--- src/hdl/tts_pkg.sv ---
`timescale 1ns / 1ps
// ----------------------------------------------------------------------------
// Triangle trapezoid split package
// Shared widths, payload types, queue entry layout and small helper
// functions for the triangle to trapezoid splitter.
// ----------------------------------------------------------------------------
package tts_pkg;

	// Coordinate format: signed fixed point, 8 fraction bits.
	localparam int COORD_BITS = 24;
	localparam int DIFF_BITS  = COORD_BITS + 1;
	localparam int PROD_BITS  = 2 * DIFF_BITS;
	localparam int TOL_BITS   = 8;

	// Configuration port.
	localparam int APB_DATA_BITS = 32;
	localparam int APB_ADDR_BITS = 2;

	// Register byte addresses.
	localparam logic [APB_ADDR_BITS-1:0] ADDR_EQUAL_TOLERANCE = '0;

	// Queue between front end and back end.
	localparam int QDEPTH     = 4;
	localparam int QPTR_BITS  = $clog2(QDEPTH);
	localparam int QCNT_BITS  = $clog2(QDEPTH + 1);

	typedef logic signed [COORD_BITS-1:0] coord_t;
	typedef logic signed [DIFF_BITS-1:0]  diff_t;
	typedef logic signed [PROD_BITS-1:0]  prod_t;
	typedef logic [TOL_BITS-1:0]          tol_t;
	typedef logic [1:0]                   vid_t;

	// Vertex indices in input order.
	localparam vid_t VID_A = 2'd0;
	localparam vid_t VID_B = 2'd1;
	localparam vid_t VID_C = 2'd2;

	// One input transfer: three screen-space vertices.
	typedef struct packed {
		coord_t vertex_a_x;
		coord_t vertex_a_y;
		coord_t vertex_b_x;
		coord_t vertex_b_y;
		coord_t vertex_c_x;
		coord_t vertex_c_y;
	} vertex_t;

	// One result transfer: a trapezoid described by vertex indices.
	typedef struct packed {
		coord_t top_y;
		coord_t bottom_y;
		vid_t   left_start;
		vid_t   left_end;
		vid_t   right_start;
		vid_t   right_end;
		logic   last;
	} trap_t;

	// Triangle class decided by the front end.
	typedef enum logic [1:0] {
		KIND_FLAT_TOP,
		KIND_FLAT_BOTTOM,
		KIND_GENERAL
	} kind_t;

	// Queue entry: sorted, classified triangle ready for the back end.
	typedef struct packed {
		kind_t  kind;
		coord_t y_top;
		coord_t y_mid;
		coord_t y_bot;
		vid_t   id_top;
		vid_t   id_mid;
		vid_t   id_bot;
		diff_t  dx_mid;
		diff_t  dx_bot;
		diff_t  dy_mid;
		diff_t  dy_bot;
	} job_t;

	// Queue status seen by both ends.
	typedef struct packed {
		logic                 not_empty;
		logic [QCNT_BITS-1:0] count;
	} qstat_t;

	// True when two coordinates differ by at most tol LSBs.
	function automatic logic near_eq(input coord_t a, input coord_t b, input tol_t tol);
		diff_t                d;
		logic [DIFF_BITS-1:0] mag;
		d   = diff_t'(a) - diff_t'(b);
		mag = d[DIFF_BITS-1] ? DIFF_BITS'(-d) : DIFF_BITS'(d);
		return mag <= DIFF_BITS'(tol);
	endfunction

	// Select one of three coordinates by vertex index.
	function automatic coord_t pick(input coord_t v0, input coord_t v1, input coord_t v2,
			input vid_t id);
		coord_t r;
		case (id)
			VID_B: r = v1;
			VID_C: r = v2;
			default: r = v0;
		endcase
		return r;
	endfunction

endpackage

--- src/hdl/tts_queue.sv ---
`timescale 1ns / 1ps
// ----------------------------------------------------------------------------
// Triangle trapezoid split queue
// Short first-in first-out queue of classified triangles between the front
// end and the back end.
// ----------------------------------------------------------------------------
module tts_queue import tts_pkg::*; (
	input  logic   clk,
	input  logic   arst_n,
	input  logic   push,
	input  job_t   job_in,
	input  logic   pop,
	output job_t   job_out,
	output qstat_t qstat
);

	job_t                 mem_q [QDEPTH];
	logic [QPTR_BITS-1:0] wr_ptr_q;
	logic [QPTR_BITS-1:0] rd_ptr_q;
	logic [QCNT_BITS-1:0] count_q;

	// Pointer and fill count update.
	always_ff @(posedge clk or negedge arst_n) begin
		if (!arst_n) begin
			wr_ptr_q <= '0;
			rd_ptr_q <= '0;
			count_q  <= '0;
		end else begin
			if (push) begin
				wr_ptr_q <= (wr_ptr_q == QPTR_BITS'(QDEPTH - 1)) ? '0 : wr_ptr_q + 1'b1;
			end
			if (pop) begin
				rd_ptr_q <= (rd_ptr_q == QPTR_BITS'(QDEPTH - 1)) ? '0 : rd_ptr_q + 1'b1;
			end
			if (push && !pop) begin
				count_q <= count_q + 1'b1;
			end else if (pop && !push) begin
				count_q <= count_q - 1'b1;
			end
		end
	end

	// Entry storage.
	always_ff @(posedge clk) begin
		if (push) begin
			mem_q[wr_ptr_q] <= job_in;
		end
	end

	assign job_out         = mem_q[rd_ptr_q];
	assign qstat.count     = count_q;
	assign qstat.not_empty = count_q != '0;

	assert property (@(posedge clk) disable iff (!arst_n)
		push |-> (count_q < QCNT_BITS'(QDEPTH)) || pop)
		else $error("queue overflow");

	assert property (@(posedge clk) disable iff (!arst_n)
		pop |-> count_q != '0)
		else $error("queue underflow");

	assert property (@(posedge clk) disable iff (!arst_n)
		(count_q == '0) |-> (wr_ptr_q == rd_ptr_q))
		else $error("queue pointers disagree with empty count");

endmodule

--- config.mk ---
export PLATFORM = sky130hd
export DESIGN_NAME = tts_queue
export DESIGN_NICKNAME = d
export VERILOG_FILES = /design/src/hdl/tts_pkg.sv /design/src/hdl/tts_queue.sv
export SDC_FILE = /design/constraint.sdc
export NUM_CORES = 1
export LEC_CHECK = 0
export ABC_AREA = 1
export BUFFER_PORTS_ARGS = -buffer_cell sky130_fd_sc_hd__buf_2
export CORE_ASPECT_RATIO = 1.2
export CORE_MARGIN = 2
export CORE_UTILIZATION = 50
export DETAILED_ROUTE_END_ITERATION = 16
export GPL_TIMING_DRIVEN = 1
export HOLD_SLACK_MARGIN = 0.15
export PLACE_DENSITY = 0.76
export SETUP_SLACK_MARGIN = 0.2
export SYNTH_ARGS = -nofsm -noshare
export SYNTH_HDL_FRONTEND = slang
export SYNTH_SLANG_ARGS = --single-unit
--- constraint.sdc ---
create_clock -name clk -period 10.9 [get_ports clk]
set_input_delay 1.09 -clock clk [delete_from_list [all_inputs] [get_ports clk]]
set_output_delay 1.09 -clock clk [all_outputs]
set_load 0.005 [all_outputs]
==> metrics.txt <==
CP Max Fanout 366; global-route usage over all layers approximately a fifth; cell with the largest stage delay on the worst path sky130_fd_sc_hd__buf_4; hold-fix buffers at CTS 0; Max-Slew Margin vs Limit -3.63%; synthesis warning total 0; synthesized flop and latch total 727; count of buffers added by post-CTS timing repair for setup 0; final period utilization about 42%; peak supply drop 0.261 mV; average wire length per cell after detail routing 18.5 um; worst path cell trace inv_16 > buf_4 > nand2_1 > o211ai_1 > nand2_1 > buf_2; violated checks slew limit; Final Setup Violations 0; Avg Inst Size Synth between 10 and 15 um^2; area delta synth->final 14.9%; largest net degree at the start of global routing 367; root buf cell sky130_fd_sc_hd__clkbuf_16; Iteration-0 DRC Markers ~1,100; kind of start point of the critical path register; number of cells in the finished layout apart from fillers 3,293; DRC violation count after routing 0; cell count after placement ~3,100; vias in the first global route 17,460; die height approximately 270 um; start-to-end type of the worst setup path register to output pin; CP dominant cell by count sky130_fd_sc_hd__nand2_1; source-to-sink clock delay at the later pin of the worst-skew pair just under 600 ps; post-synthesis sequential area ratio 74.9%; total number of clock tree sinks 727; via total after detailed routing 17,310; drt via density 5.26; Worst Slack Setup Final between 6000 and 7000 ps; busiest layer in global routing met2; Gate Count Post-Synth between 2,000 and 2,500; Core Area 57,400 um^2; starting density of the core 50.7%; footprint of the flip-flops and latches 21,800 um^2; result of the run finished, violations left; Worst EP arrival ~3500 ps; clock transition at the registers of the reported paths around 60 ps; # fillers around 4,400; cell accounting for the most synthesized area sky130_fd_sc_hd__edfxtp_1; level count of the clock H-tree 3; Post-Route Setup TNS 0 ps; Slew @ Worst Pin roughly 1600 ps; biggest area contributors in the synthesized netlist sky130_fd_sc_hd__edfxtp_1, sky130_fd_sc_hd__o211ai_1, sky130_fd_sc_hd__nand2_1; most frequent standard cell in the layout excluding fill and tap cells sky130_fd_sc_hd__edfxtp_1; time the final worst path needs with I/O delays and setup 4620 ps; synthesized netlist net count 2,342; maxcap violations 0; TritonCTS clock tree done; first-pass GRT wire length ~92 mm; buffers added on ports 367; area used by multi-input combinational logic around 5000 um^2; timing-limited maximum frequency 216 MHz; detailed-routing iteration count for the pre-antenna-repair pass 5; GRT met1 Usage between 20% and 30%; Num CTS Buffers 72; post-cts gate resize count 0; Hold WC Path Type input port to asynchronous set/reset pin; Std-Cell Rows 96; number of pins with negative max-slew slack in the final report around 120; setup repair after global routing missed its margin false; share of post-route cells with drive strength above 1 19.5%; mapped cell area 29,100 um^2; WL final between 60 and 70 mm; global routing usage on met3 4.94%; maximum clock skew at final layout 13.7 ps; post-placement setup slack 6800 ps; overflow left after global routing 0; number of antenna violations at the first check in global routing 21; required time of the worst setup path 9810 ps; largest stage delay on the critical path 1010 ps; Longest Clk Path Bufs 3; Synth top area share 74.3%; Final nets 2,675; leakage power of the design 0.0135 uW; floorplan die area 60,200 um^2; pwr dens approximately 260 nW/um^2; number of distinct library cell variants in the gate-level netlist after synthesis 22; estimated wirelength of the detail-placed design approximately 34 mm; routability-driven placement congestion ratio 0.771; most frequent cells in the layout sky130_fd_sc_hd__edfxtp_1, sky130_fd_sc_hd__nand2_1, sky130_fd_sc_hd__inv_1, sky130_fd_sc_hd__buf_2, sky130_fd_sc_hd__o211ai_1; overall die width 224 um; I/O pin total around 370; met2 track demand over resource in global routing 35.3%; residual antenna-violating net count after detailed routing 0; kind of end point of the critical path output pin; hold violation count in the final report 0
-- area by class of cell --
type	instances	share of cell area (%)
Sequential cell	727	65.1
Tap cell	735	2.75
Multi-Input combinational cell	933	14.9
Timing Repair Buffer	377	5.75
Clock inverter	40	1.35
Inverter	373	4.34
Antenna cell	17	0.127
Clock buffer	91	5.66
-- cells by family (layout without fill, tap and decap cells) --
family | after synthesis | count (layout) | synth area share, %
adders and majority gates | 7 | 7 | 0.327
xor gates and xnor gates | 1 | 1 | 0.0301
buffers and inverters | 491 | 881 | 8.02
and+or+nand+nor | 561 | 561 | 7.24
other | 0 | 17 | 0
AOI/OAI and AO/OA | 364 | 364 | 9.52
DFF | 727 | 727 | 74.9
-- synth_stat cells, drive strengths merged --
master / count
edfxtp: 720
nand2: 556
inv: 373
o211ai: 360
buf: 105
clkbuf: 13
dfrtp: 7
ha: 6
o21ai: 4
nor2: 3
fa: 1
nand3: 1
nand4: 1
xnor2: 1
-- per-layer routing --
| layer | routed length [um] | vias up |
|---|---|---|
| met3 | 3870 | 141 |
| met5 | 110 | - |
| met4 | 2580 | 18 |
| met1 | 23500 | 8431 |
| li1 | - | 8248 |
| met2 | 30700 | 472 |
-- critical path, delay by kind of cell (launching register included) --
kind / cells / cell delay, ps
buf+inv: 3 / 1710
flops: 1 / 510
simple gates: 2 / 250
compound gates: 1 / 190
-- through the flow --
| stage | hold slack [ps] | util [%] | total power (uW) | cell area [um^2] |
|---|---|---|---|---|
| after global placement | 482 | 54.1 | 6160 | 31100 |
| final | 337 | 58.3 | 8630 | 33500 |
| after global routing | 313 | 58.3 | 9080 | 33500 |
| after detailed placement | 488 | 54.1 | 6250 | 31100 |
| after floorplan | 484 | - | 5420 | 29100 |
| after CTS | 297 | 58.2 | 8720 | 33400 |
-- power breakdown --
group | internal [uW] | total (uW) | switching (uW)
Sequential | 3590 | 3740 | 151
Clock | 1450 | 2460 | 1010
Combinational | 811 | 2420 | 1610
-- path summary, 6_finish.rpt --
| kind | startpoint | end | slack [ps] | cells past startpoint |
|---|---|---|---|---|
| worst max-delay path | rd_ptr_q[0] | job_out[148] | 6280 | 6 |
| worst min-delay path | arst_n | count_q[0] | 340 | 1 |
| worst max register to register | wr_ptr_q[0] | mem_q[0][50] | 8150 | 5 |
| worst min register to register | count_q[2] | count_q[2] | 500 | 2 |
| max in group asynchronous | arst_n | rd_ptr_q[1] | 10370 | 1 |
| min in group clk | count_q[2] | count_q[2] | 500 | 2 |
-- state kept, by name, indices dropped and copies added, names as in the netlist --
signal / cells
count_q: 3
rd_ptr_q: 2
mem_q: 720
wr_ptr_q: 2
Power figures use the tool's default switching activity.
