[src/hdl/tts_pkg.sv]
`timescale 1ns / 1ps
// ----------------------------------------------------------------------------
// Triangle trapezoid split package
// Shared widths, payload types, queue entry layout and small helper
// functions for the triangle to trapezoid splitter.
// ----------------------------------------------------------------------------
package tts_pkg;

	// Coordinate format: signed fixed point, 8 fraction bits.
	localparam int COORD_BITS = 24;
	localparam int DIFF_BITS  = COORD_BITS + 1;
	localparam int PROD_BITS  = 2 * DIFF_BITS;
	localparam int TOL_BITS   = 8;

	// Configuration port.
	localparam int APB_DATA_BITS = 32;
	localparam int APB_ADDR_BITS = 2;

	// Register byte addresses.
	localparam logic [APB_ADDR_BITS-1:0] ADDR_EQUAL_TOLERANCE = '0;

	// Queue between front end and back end.
	localparam int QDEPTH     = 4;
	localparam int QPTR_BITS  = $clog2(QDEPTH);
	localparam int QCNT_BITS  = $clog2(QDEPTH + 1);

	typedef logic signed [COORD_BITS-1:0] coord_t;
	typedef logic signed [DIFF_BITS-1:0]  diff_t;
	typedef logic signed [PROD_BITS-1:0]  prod_t;
	typedef logic [TOL_BITS-1:0]          tol_t;
	typedef logic [1:0]                   vid_t;

	// Vertex indices in input order.
	localparam vid_t VID_A = 2'd0;
	localparam vid_t VID_B = 2'd1;
	localparam vid_t VID_C = 2'd2;

	// One input transfer: three screen-space vertices.
	typedef struct packed {
		coord_t vertex_a_x;
		coord_t vertex_a_y;
		coord_t vertex_b_x;
		coord_t vertex_b_y;
		coord_t vertex_c_x;
		coord_t vertex_c_y;
	} vertex_t;

	// One result transfer: a trapezoid described by vertex indices.
	typedef struct packed {
		coord_t top_y;
		coord_t bottom_y;
		vid_t   left_start;
		vid_t   left_end;
		vid_t   right_start;
		vid_t   right_end;
		logic   last;
	} trap_t;

	// Triangle class decided by the front end.
	typedef enum logic [1:0] {
		KIND_FLAT_TOP,
		KIND_FLAT_BOTTOM,
		KIND_GENERAL
	} kind_t;

	// Queue entry: sorted, classified triangle ready for the back end.
	typedef struct packed {
		kind_t  kind;
		coord_t y_top;
		coord_t y_mid;
		coord_t y_bot;
		vid_t   id_top;
		vid_t   id_mid;
		vid_t   id_bot;
		diff_t  dx_mid;
		diff_t  dx_bot;
		diff_t  dy_mid;
		diff_t  dy_bot;
	} job_t;

	// Queue status seen by both ends.
	typedef struct packed {
		logic                 not_empty;
		logic [QCNT_BITS-1:0] count;
	} qstat_t;

	// True when two coordinates differ by at most tol LSBs.
	function automatic logic near_eq(input coord_t a, input coord_t b, input tol_t tol);
		diff_t                d;
		logic [DIFF_BITS-1:0] mag;
		d   = diff_t'(a) - diff_t'(b);
		mag = d[DIFF_BITS-1] ? DIFF_BITS'(-d) : DIFF_BITS'(d);
		return mag <= DIFF_BITS'(tol);
	endfunction

	// Select one of three coordinates by vertex index.
	function automatic coord_t pick(input coord_t v0, input coord_t v1, input coord_t v2,
			input vid_t id);
		coord_t r;
		case (id)
			VID_B: r = v1;
			VID_C: r = v2;
			default: r = v0;
		endcase
		return r;
	endfunction

endpackage

[src/hdl/tts_back.sv]
`timescale 1ns / 1ps
// ----------------------------------------------------------------------------
// Triangle trapezoid split back end
// Takes classified triangles from the queue, runs the exact side test on
// the middle vertex and emits one or two trapezoids per triangle.
// ----------------------------------------------------------------------------
module tts_back import tts_pkg::*; (
	input  logic   clk,
	input  logic   arst_n,
	input  qstat_t qstat,
	input  job_t   job,
	output logic   pop,
	output logic   trap_valid,
	output trap_t  trap
);

	logic  valid_b1;
	job_t  job_b1;
	prod_t prod_l_b1;
	prod_t prod_r_b1;
	logic  phase_b1;

	logic  general;
	logic  release_b1;
	logic  free_b1;
	logic  mid_left;
	trap_t trap_next;

	logic  trap_valid_q;
	trap_t trap_q;

	// A general triangle holds the stage through both phases, all others through the first only.
	assign general    = job_b1.kind == KIND_GENERAL;
	assign release_b1 = valid_b1 && (!general || phase_b1);
	assign free_b1    = !valid_b1 || release_b1;
	assign pop        = qstat.not_empty && free_b1;

	// Stage b1: entry plus the two cross products of the side test.
	always_ff @(posedge clk or negedge arst_n) begin
		if (!arst_n) begin
			valid_b1 <= 1'b0;
			phase_b1 <= 1'b0;
		end else if (free_b1) begin
			valid_b1 <= pop;
			phase_b1 <= 1'b0;
		end else begin
			phase_b1 <= 1'b1;
		end
	end

	always_ff @(posedge clk) begin
		if (pop) begin
			job_b1    <= job;
			prod_l_b1 <= prod_t'(job.dx_mid) * prod_t'(job.dy_bot);
			prod_r_b1 <= prod_t'(job.dx_bot) * prod_t'(job.dy_mid);
		end
	end

	// Middle vertex lies left of the long edge when its cross product is smaller.
	assign mid_left = prod_l_b1 < prod_r_b1;

	// Build the trapezoid for the current triangle and phase.
	always_comb begin
		trap_next.top_y       = job_b1.y_top;
		trap_next.bottom_y    = job_b1.y_bot;
		trap_next.left_start  = job_b1.id_top;
		trap_next.left_end    = job_b1.id_bot;
		trap_next.right_start = job_b1.id_top;
		trap_next.right_end   = job_b1.id_bot;
		trap_next.last        = 1'b1;
		unique case (job_b1.kind)
			KIND_FLAT_TOP: begin
				trap_next.right_start = job_b1.id_mid;
			end
			KIND_FLAT_BOTTOM: begin
				trap_next.left_end = job_b1.id_mid;
			end
			KIND_GENERAL: begin
				if (!phase_b1) begin
					// Upper part, from the top vertex down to the middle y.
					trap_next.bottom_y = job_b1.y_mid;
					trap_next.last     = 1'b0;
					if (mid_left) begin
						trap_next.left_end = job_b1.id_mid;
					end else begin
						trap_next.right_end = job_b1.id_mid;
					end
				end else begin
					// Lower part, from the middle y down to the bottom vertex.
					trap_next.top_y = job_b1.y_mid;
					if (mid_left) begin
						trap_next.left_start = job_b1.id_mid;
					end else begin
						trap_next.right_start = job_b1.id_mid;
					end
				end
			end
			default: begin
				trap_next.last = 1'b1;
			end
		endcase
	end

	// Output register: one result transfer per cycle while b1 holds a triangle.
	always_ff @(posedge clk or negedge arst_n) begin
		if (!arst_n) begin
			trap_valid_q <= 1'b0;
		end else begin
			trap_valid_q <= valid_b1;
		end
	end

	always_ff @(posedge clk) begin
		if (valid_b1) begin
			trap_q <= trap_next;
		end
	end

	assign trap_valid = trap_valid_q;
	assign trap       = trap_q;

	// The lower half of a split triangle follows its upper half at once.
	assert property (@(posedge clk) disable iff (!arst_n)
		trap_valid && !trap.last |=> trap_valid && trap.last)
		else $error("second trapezoid missing");

	// Every edge joins two different vertices.
	assert property (@(posedge clk) disable iff (!arst_n)
		trap_valid |-> (trap.left_start != trap.left_end) &&
			(trap.right_start != trap.right_end))
		else $error("degenerate trapezoid edge");

	// The bottom bound never lies above the top bound.
	assert property (@(posedge clk) disable iff (!arst_n)
		trap_valid |-> trap.bottom_y >= trap.top_y)
		else $error("trapezoid bounds inverted");

endmodule

[config.mk]
export PLATFORM = sky130hd
export DESIGN_NAME = tts_back
export DESIGN_NICKNAME = d
export VERILOG_FILES = /design/src/hdl/tts_pkg.sv /design/src/hdl/tts_back.sv
export SDC_FILE = /design/constraint.sdc
export NUM_CORES = 2
export LEC_CHECK = 0
export BUFFER_PORTS_ARGS = -buffer_cell sky130_fd_sc_hd__buf_2
export CORE_UTILIZATION = 55
export CTS_CLUSTER_DIAMETER = 150
export DETAILED_ROUTE_END_ITERATION = 12
export PLACE_DENSITY = 0.72
export REMOVE_ABC_BUFFERS = 1
export SYNTH_ARGS = -nofsm -noshare
export SYNTH_HDL_FRONTEND = slang
export SYNTH_SLANG_ARGS = --single-unit
[constraint.sdc]
create_clock -name clk -period 12.5 [get_ports clk]
set_clock_uncertainty 0.1 [all_clocks]
set_input_delay 1.25 -clock clk [delete_from_list [all_inputs] [get_ports clk]]
set_output_delay 1.25 -clock clk [all_outputs]
set_load 0.01 [all_outputs]
==> impl_metrics.csv <==
group,metric,value,unit
detailed_routing,num_vias,37014,
die,start_util,55.7,%
global_route,grt_pass1_vias,41496,
critical_path,endpoint_kind,"register",
critical_path,path_class,"in -> reg",
clock_tree,cts_inserted_buffers,26,
final_layout,nFillCells,8316,
clock_tree,ctsResizeCount,0,
logic_synthesis,synth_top_cell_by_area,"fa_1",
final_layout,ff_latch_area,7190,sq um
global_route,grt_usage,25.9,%
detailed_routing,ant_nets,0,
final_layout,layout-drive-gt1-share,6.43,%
die,core_region_area,98600,sq um
logic_synthesis,synth-edff-count,237,
die,fp.dieH,318,um
logic_synthesis,yosysSeqAreaShare,13.1,%
final_layout,multiInputGateArea,41700,sq um
detailed_routing,viasPerCell,5.44,
sta,relSlewSlack,29.4,%
critical_path,r2r_end,"trap[4]",
logic_synthesis,ys.flop_type,"edfxtp_1",
detailed_routing,drt-total-wl,124,mm
clock_tree,clk_latency,0.54,ns
die,die_area,101000,sq um
sta,fin_crit_sh,70.4,%
clock_tree,post_cts_buffers,0,
logic_synthesis,synth_cells,5462,
critical_path,crit_fanout,25,
final_layout,syn_to_final_growth,5.10,%
clock_tree,cts_root_buf,"clkbuf_16",
critical_path,cpMostUsedCell,"fa_1",
final_layout,antennaDiodeCount,0,
flow_run,max-cap-violations,0,
outcome,outcome,"complete, no violations",
sta,worst_pin_slew,1.06,ns
clock_tree,cts.sinks,240,
hold_path,hp-class,"in -> async",
global_route,grt_antenna_before_repair,0,
placed_design,gp_congestion,0.883,
detailed_routing,drt_iter0_markers,2092,
critical_path,reg2reg_slack,8.66,ns
logic_synthesis,yosys.area.top_type_share,48.0,%
critical_path,worstSetupStartpointType,"input pin",
critical_path,path_buf_inv,6,
logic_synthesis,async_flop_share,1.25,%
critical_path,crit_chain,"buf_2 -> nand2_1 -> inv_1 -> fa_1 -> fa_1 -> fa_1 -> inv_1 -> fa_1 -> inv_1 -> fa_1 -> inv_1 -> fa_1 -> inv_1 -> ha_1 -> a21oi_1 -> o22ai_1 -> o41ai_1 -> nand2b_1 -> o31ai_2 -> o31a_1 -> o31a_1 -> nor3b_1 -> a211o_1",
clock_tree,cts_tree,"yes",
clock_tree,clockBufferDepth,3,
critical_path,crit_arrival,8.99,ns
sta,slew_violations,0,
global_route,grt_max_degree,73,
logic_synthesis,syn_area,54900,sq um
clock_tree,cts.clk_slew.worst_paths,0.06,ns
global_route,grt_overflow_total,0,
logic_synthesis,avgSynthCellArea,10.0,sq um
critical_path,crit_slowest_cell,"fa_1",
logic_synthesis,yosys-top-cells-area,"fa_1, edfxtp_1, inv_1",
final_layout,nets,7339,
detailed_routing,drc,0,
die,fp.dieW,318,um
critical_path,cp_top_family,"adder cells",
logic_synthesis,synth-seq-cells,240,
logic_synthesis,yosysWarnings,0,
critical_path,required,12.68,ns
critical_path,slowest_delay,0.99,ns
sta,max_freq,0.114,GHz
clock_tree,htreeDepth,1,
placed_design,place_hpwl,99.1,mm
logic_synthesis,yosysUniqueCellTypes,72,
sta,rsz0062_at_grt,"false",
die,io_pins,245,
critical_path,timing.rr.start,"prod_l_b1[43]",
die,rows,115,
global_route,grt_pass1_wl,209,mm
sta,fin_setup_tns,0,ns
sta,period_needed,8.80,ns
placed_design,port_buffers,241,
detailed_routing,wire_per_inst,18.2,um
final_layout,final_common_cell,"inv_1",
final_layout,final_cell_mix,"inv_1, fa_1, nand2_1, and2_1, ha_1",
critical_path,r2r_cells,10,
clock_tree,holdBufCountCts,0,
detailed_routing,dr.pass1.iters,6,
sta,hold_viol,0,
sta,setup_viol,0,
==> worst register-to-register path, stage by stage (launching register included) <==
cell and delay (ns):
edfxtp_1 0.37, ha_1 0.31, a21o_1 0.11, a21o_1 0.10, a21oi_1 0.06, o21ai_0 0.31, a21oi_1 0.30, a32oi_1 0.85
nand3_1 0.38, a31o_2 0.36, a221o_1 0.35
==> synth_stat cells (all sizes together), types with 4 or more instances <==
cell type	number
inv	1351
fa	1316
nand2	665
and2	597
ha	334
edfxtp	237
clkbuf	231
a21oi	108
xnor2	85
nor2	83
o21ai	64
a21o	62
mux2	52
nand4	28
xor2	26
o21bai	24
nand3	22
nand2b	21
nor3	16
a211oi	15
a31oi	12
o21a	11
o211ai	8
a21boi	7
and3	7
nor2b	6
a221oi	5
buf	4
or2	4
==> sequential cells by signal (all words and copies together) (netlist names) <==
register and cells:
valid_b1 1, trap 57, prod_r_b1 50, job_b1 80, prod_l_b1 50, trap_valid 1
phase_b1 1
==> stage by stage <==
step / hold WS, ns / std cells / instance area, sq um / util [%] / worst slack (ns)
2_1_floorplan: 0.423 / 5227 / 54000 / - / 1.54
3_3_place_gp: 0.427 / 6762 / 56900 / 57.7 / 3.41
3_5_place_dp: 0.432 / 6762 / 56900 / 57.7 / 3.31
4_1_cts: 0.371 / 6808 / 57700 / 58.5 / 3.86
5_1_grt: 0.383 / 6808 / 57700 / 58.5 / 3.37
6_report: 0.400 / 6808 / 57700 / 58.5 / 3.70
==> final cells by class <==
cell class / count / share of cell area, %
flip-flops and latches: 240 / 12.5
well taps: 1287 / 2.79
clock buffers: 32 / 1.17
clock inverters: 14 / 0.228
multi-input cells: 3635 / 72.4
repair buffers: 248 / 2.18
inverters: 1352 / 8.80
==> kinds of logic after synthesis <==
group	synth area share (%)
muxes	1.10
DFF	13.1
buffers and inverters	10.9
xor gates and xnor gates	1.77
AOI/OAI and AO/OA	4.28
and+or+nand+nor	13.3
adders and majority gates	55.6
==> layer usage <==
layer  vias up  wire length (um)  track usage [%]
met5         -                 0                0
met2      1101             65700             47.3
met4         0              4800             8.98
li1      16185                 -                -
met3       311              5750             2.25
met1     19417             47700             32.0
==> worst max path at each step <==
stage / startpoint / to / slack (ns) / depth (start not counted)
6_report: job[1] / prod_l_b1[47] / 3.70 / 23
5_1_grt: job[1] / prod_l_b1[49] / 3.37 / 23
4_1_cts: job[1] / prod_l_b1[47] / 3.86 / 23
3_5_place_dp: job[1] / prod_l_b1[47] / 3.31 / 23
3_3_place_gp: job[1] / prod_l_b1[49] / 3.41 / 23
2_1_floorplan: valid_b1 / pop / 1.54 / 2
Power is not shown: default switching activity piles up to over one toggle a cycle in this logic, so the estimate is an artifact.
